<file path="src/hdl/qslerp_sqrt.sv">
`timescale 1ns / 1ps
// Pipelined restoring square root: one root bit per stage, 29 stages.
// Carries a side payload of SIDE_W bits in step. No package dependency.
module qslerp_sqrt #(
  parameter int SIDE_W = 1
) (
  input  logic              clk_i,
  input  logic              rst_ni,
  input  logic              en_i,
  input  logic              valid_i,
  input  logic [56:0]       rad_i,
  input  logic [SIDE_W-1:0] side_i,
  output logic              valid_o,
  output logic [28:0]       root_o,
  output logic [SIDE_W-1:0] side_o
);
  localparam int Steps = 29;
  localparam int RadW  = 2 * Steps;
  localparam int RootW = Steps;
  localparam int RemW  = Steps + 2;

  logic [RadW-1:0]   rad_q  [Steps];
  logic [RemW-1:0]   rem_q  [Steps];
  logic [RootW-1:0]  root_q [Steps];
  logic [SIDE_W-1:0] side_q [Steps];
  logic              vld_q  [Steps];

  for (genvar k = 0; k < Steps; k++) begin : g_stage
    logic [RadW-1:0]   rad_in;
    logic [RemW-1:0]   rem_in;
    logic [RootW-1:0]  root_in;
    logic [SIDE_W-1:0] side_in;
    logic              vld_in;
    logic [RemW-1:0]   rem_t;
    logic [RemW-1:0]   trial;
    logic              ge;

    if (k == 0) begin : g_first
      assign rad_in  = {1'b0, rad_i};
      assign rem_in  = '0;
      assign root_in = '0;
      assign side_in = side_i;
      assign vld_in  = valid_i;
    end else begin : g_next
      assign rad_in  = rad_q[k-1];
      assign rem_in  = rem_q[k-1];
      assign root_in = root_q[k-1];
      assign side_in = side_q[k-1];
      assign vld_in  = vld_q[k-1];
    end

    // bring down the next pair of radicand bits and try root*4+1
    assign rem_t = {rem_in[RemW-3:0], rad_in[RadW-1 -: 2]};
    assign trial = {root_in, 2'b01};
    assign ge    = rem_t >= trial;

    always_ff @(posedge clk_i or negedge rst_ni) begin
      if (!rst_ni) begin
        vld_q[k] <= 1'b0;
      end else if (en_i) begin
        vld_q[k] <= vld_in;
      end
    end

    always_ff @(posedge clk_i) begin
      if (en_i) begin
        rad_q[k]  <= {rad_in[RadW-3:0], 2'b00};
        rem_q[k]  <= ge ? rem_t - trial : rem_t;
        root_q[k] <= {root_in[RootW-2:0], ge};
        side_q[k] <= side_in;
      end
    end
  end

  assign valid_o = vld_q[Steps-1];
  assign root_o  = root_q[Steps-1];
  assign side_o  = side_q[Steps-1];
endmodule

</file>
<file path="config.mk">
export PLATFORM = sky130hd
export DESIGN_NAME = qslerp_sqrt
export DESIGN_NICKNAME = d
export VERILOG_FILES = /design/src/hdl/qslerp_sqrt.sv
export SDC_FILE = /design/constraint.sdc
export NUM_CORES = 2
export LEC_CHECK = 0
export ABC_AREA = 1
export CORE_AREA = 2 2 539 541
export CTS_CLUSTER_DIAMETER = 200
export CTS_CLUSTER_SIZE = 8
export DETAILED_ROUTE_END_ITERATION = 10
export DIE_AREA = 0 0 541 543
export DONT_BUFFER_PORTS = 1
export GPL_ROUTABILITY_DRIVEN = 0
export SLEW_MARGIN = 30
export SYNTH_ARGS = -nofsm -noshare
export SYNTH_HDL_FRONTEND = slang
export SYNTH_SLANG_ARGS = --single-unit
</file>
<file path="constraint.sdc">
create_clock -name clk_i -period 3.53 [get_ports clk_i]
set_input_delay 0.353 -clock clk_i [delete_from_list [all_inputs] [get_ports clk_i]]
set_output_delay 0.353 -clock clk_i [all_outputs]
set_load 0.05 [all_outputs]
</file>
# == Yosys cells after proc, flatten, opt, wreduce, memory -nomap -nowiden ==
# Memories as Yosys holds them, arrays and structs flattened.
# Cells that the tools add are included.
# op_classes
add_sub_neg,29
multipliers,0
n_div,0
n_lt_le_gt_ge,29
n_eq_ne,0
shift,0
muxes,31
bitwise_logic,0
reduce_logical,0
# op_table
operator,count
$mux W31,29
$ge A31 B31 Y1,28
$sub A31 B31 Y31,28
$mux W1,2
$sub A1 B1 Y2 const B,1
$ge A1 B1 Y1 const B,1
# totals
regBits,29
latch_bits,0
mem_bits_rw,3393
rom_bits,0
inputBits,62
output_inout_bits,31
memories,4
# mem_list
name,words,word_bits,rd,rd_ports_with_merged_regs,write_ports,line,rtl
rad_q,29,56,28,0,29,22,logic [RadW-1:0] rad_q [Steps];
rem_q,29,31,28,0,29,23,logic [RemW-1:0] rem_q [Steps];
root_q,29,29,29,0,29,24,logic [RootW-1:0] root_q [Steps];
side_q,29,1,29,0,29,25,logic [SIDE_W-1:0] side_q [Steps];

# == Depth between registers and ports, before layout ==
# An unclocked memory read counts as a cell.
# depth
ltp_word,3
depth_mapped,17

# == Worst setup path after synthesis ==
# OpenSTA, ideal clock, no wires.
# synth_path
path_type,reg2reg
startpoint,memory rem_q[1][99] in the netlist's numbering
endpoint,memory rem_q[2][9] in the netlist's numbering (data pin)
setup_ns,0.252
t_arrival_ns,1.864
required_time_ns,3.278
path_slack_ns,1.414
path_stages_with_launch,11
path_buffers,1
period_less_slack_ns,2.116
cell_sequence,edfxtp_1 > ha_1 > a21oi_1 > inv_1 > a21oi_4 > nand2_1 > a21oi_4 > nand3_2 > buf_2 > nand2_1 > nand2_1
# synth_lines
item,line
"start, declared",23

# == Worst setup path after layout ==
# layout_path
startpoint,input port en_i
endpoint,"register vld_q, in the netlist g_stage[25].vld_in"
# layout_lines
item,line,rtl
"start, declared",9,"input logic en_i,"
"end signal, assigned by index",61,vld_q[k] <= vld_in;
"end, declared",26,logic vld_q [Steps];
# No word-level cell between the ends.

==> key figures <==
Die
  • Starting density of the core: 0.389
  • # rows: 197
  • Die height: 543 um
  • Die Footprint: 0.294 mm2
  • Core area: 0.287 mm2
  • IO Pins: 93
  • Die Wd: 541 um

Clock network
  • Post-CTS Hold Fix Bufs: 77
  • CTS tree: yes
  • Root buffer cell: clkbuf_16
  • Clock Tree Buf Depth: 4
  • Post-CTS Resized: 0
  • CTS Buf Count: 297
  • Htree depth: 5
  • Reg clk slew, reported paths: 0.05 ns
  • Clk sinks: 2071
  • Worst skew pair latency: 0.91 ns

Critical path
  • Critical path fanouts, max: 163
  • CP top delay family: buffers and inverters
  • Slowest CP cell: buf_16
  • Most used cell, CP: buf_16
  • WP data required: 4.31 ns
  • Crit path launch type: input pin
  • Critical setup path kind: input pin to flop
  • R2R depth: 11
  • CP peak stage delay: 0.50 ns
  • Cell Chain, Critical Path: buf_16 > buf_16 > buf_16 > buf_16 > buf_16 > buf_16 > mux2_2
  • Critical path data arrival time: 3.93 ns
  • RR Startpoint: rem_q[5][93]
  • Crit end category: flop
  • Reg-to-reg setup timing slack: 0.47 ns
  • Worst R2R End: rem_q[6][3]
  • WP buf/inv: 6

Synthesis
  • Share of the synthesized area in the top cell type: 0.549
  • EDFF count, synth: 2042
  • Net Count, Synth: 13200
  • Post-Syn Area: 0.112 mm2
  • Synth area leader: edfxtp_1
  • Post-Syn Area per Cell: 8.82 um2
  • Asr flop ratio synth: 0.0140
  • Cells after synthesis: 12700
  • Sequential area share after synthesis: 0.555
  • Predominant post-synthesis flop cell: edfxtp_1
  • Netlist cell types: 56
  • Yosys reg bits: 2071
  • Synth top area cells: edfxtp_1, nand2_1, inv_1
  • Yosys warnings: 0

Global route
  • Vias in the first global route: 76800
  • Antenna violations before repair: 3
  • Largest net degree at the start of global routing: 234
  • GRT Resource Usage Total: 0.184
  • Grt total ovfl: 0
  • First-pass GRT wire length: 428000 um

Finish
  • Most common cell after layout, fill and taps aside: nand2_1
  • Finished Layout Cells: 16800
  • Share of layout cells above drive strength 1: 0.0412
  • Design area: 0.125 mm2
  • Final net count: 13500
  • Commonest non-fill, non-tap cells in the layout: nand2_1, inv_1, edfxtp_1, nor2_1, nand3_1
  • Area Overhead vs Synth: 12.3%

Timing
  • Min Tclk post-route: 3.15 ns
  • Worst-margin pin slew: 0.915 ns
  • Final setup violation count: 0
  • RSZ-0062 raised after global routing: false
  • Max-slew violation count: 0
  • Clock skew: 0.0753 ns
  • Final Hold Violating Endpoints: 119
  • FMAX: 0.317 GHz
  • Hold slack final: -0.388 ns
  • Final Cycle Share: 0.892
  • Setup_tns: 0 ns
  • Slew margin rel.: 0.390

Placement
  • Placed Instance Area: 0.117 mm2
  • Dpl hpwl: 205000 um
  • I/O Buffers: 0
  • Dpl cells: 16400

Detailed routing
  • Post-Route WL: 274000 um
  • Vias: 81800
  • Initial DRC Count: 7074
  • Detailed Routing Iterations Pass 1: 8
  • Routed vias/inst: 4.86
  • Wire length per cell: 16.3 um
  • Antenna-violating nets left: 0
  • # DRC: 0

Worst hold path
  • Hold_sp: en_i
  • Hold Path Class: input pin to flop
  • Hold Path Sink: rad_q[0][27]
  • Hold Path Cell Cnt: 0

Run
  • Max cap viols: 0

Outcome
  • Failing checks: negative hold slack
  • Run status: complete, but fails checks

Pwr
  • VDD IR max: 0.000417 V
  • Leakage: 56.4 nW
  • Pwr dens: 590 mW/mm2
-- Yosys cell counts, types with 2 or more instances --
cell type / count
nand2_4: 3
inv_2: 21
nor2_2: 22
a21boi_0: 6
clkbuf_1: 6
o21bai_1: 40
buf_6: 17
a21oi_2: 21
a21oi_4: 4
or2_2: 35
dfrtp_1: 29
a21oi_1: 496
nor3b_1: 7
nand4_1: 169
and3_1: 13
nand3b_1: 94
buf_2: 64
nor3_2: 5
nor2_1: 1039
nand3_1: 749
edfxtp_1: 2042
buf_4: 20
o211ai_1: 9
inv_1: 2222
o21ai_0: 284
nand2_1: 4178
nor4_1: 14
inv_4: 2
nor2_4: 4
o21ai_2: 10
nand3_2: 5
o21a_1: 10
xor2_1: 180
clkbuf_2: 2
a21o_1: 6
ha_1: 464
nand2_2: 14
nor3_1: 133
and2_1: 22
xnor2_1: 147
o21ai_1: 49
-- report_power, final --
part	internal [mW]	switching [mW]
sequential	30.6	1.88
combinational	5.29	10.8
clock	15.2	10.3
-- worst max-delay path by stage --
stage | from | to | slack, ns | cells after the start
6_report | en_i | g_stage[25].vld_in | 0.38 | 7
5_1_grt | en_i | g_stage[25].vld_in | 0.19 | 7
4_1_cts | en_i | g_stage[25].vld_in | 0.03 | 6
3_5_place_dp | en_i | g_stage[25].vld_in | -0.93 | 6
3_3_place_gp | en_i | g_stage[25].vld_in | -0.62 | 5
2_1_floorplan | rem_q[1][99] | rem_q[2][9] | 1.41 | 10
-- sequential cells by signal, summed over array words and instances (netlist names) --
name	flops
g_stage.vld_in	28
side_q	29
rad_q	812
rem_q	766
valid_o	1
root_q	435
-- layout make-up --
type                    instances  area [um2]
clock inverters                25         450
flip-flops and latches       2071       62000
clock buffers                 320        7600
well taps                    3781        4730
fillers                     28000      162000
multi-input cells            8245       40500
inverters                    2246        8440
repair buffers                134        1640
diodes                          3        7.51
-- cell families (layout without fill, tap and decap cells) --
group                      count (synthesis)  count (layout)  synth area share
AOI/OAI and AO/OA                        941             941            0.0454
xor gates and xnor gates                 327             327            0.0256
adders and majority gates                464             464            0.0520
buffers and inverters                   2356            2725            0.0818
DFF                                     2071            2071             0.555
muxes                                      1               1          0.000101
other                                      1               4         0.0000336
and+or+nand+nor                         6511            6511             0.240
-- metal layers --
metal	GRT usage	share of wire	vias to the layer above	routed length (um)
li1	-	-	41500	-
met5	0	0	-	0
met4	0.0618	0.033	0	9050
met3	0.0230	0.059	517	16100
met1	0.259	0.46	37500	127000
met2	0.291	0.45	2256	122000
-- stage by stage --
stage | power, mW | utilization | setup WS, ns | hold WS (ns)
after global routing | 78.1 | 0.436 | 0.187 | -0.425
after CTS | 74.7 | 0.436 | 0.0320 | -0.411
after detailed placement | 48.6 | 0.405 | -0.935 | 0.0579
after floorplan | 43.4 | - | 1.41 | 0.0574
final | 74.0 | 0.437 | 0.380 | -0.388
after global placement | 48.5 | 0.405 | -0.623 | 0.0580
-- timing repair --
item                                   CTS  global route
setup endpoints to repair                0           131
setup buffers                            0             0
endpoints found under the hold margin  292           160
(Power assumes the default switching activity.)
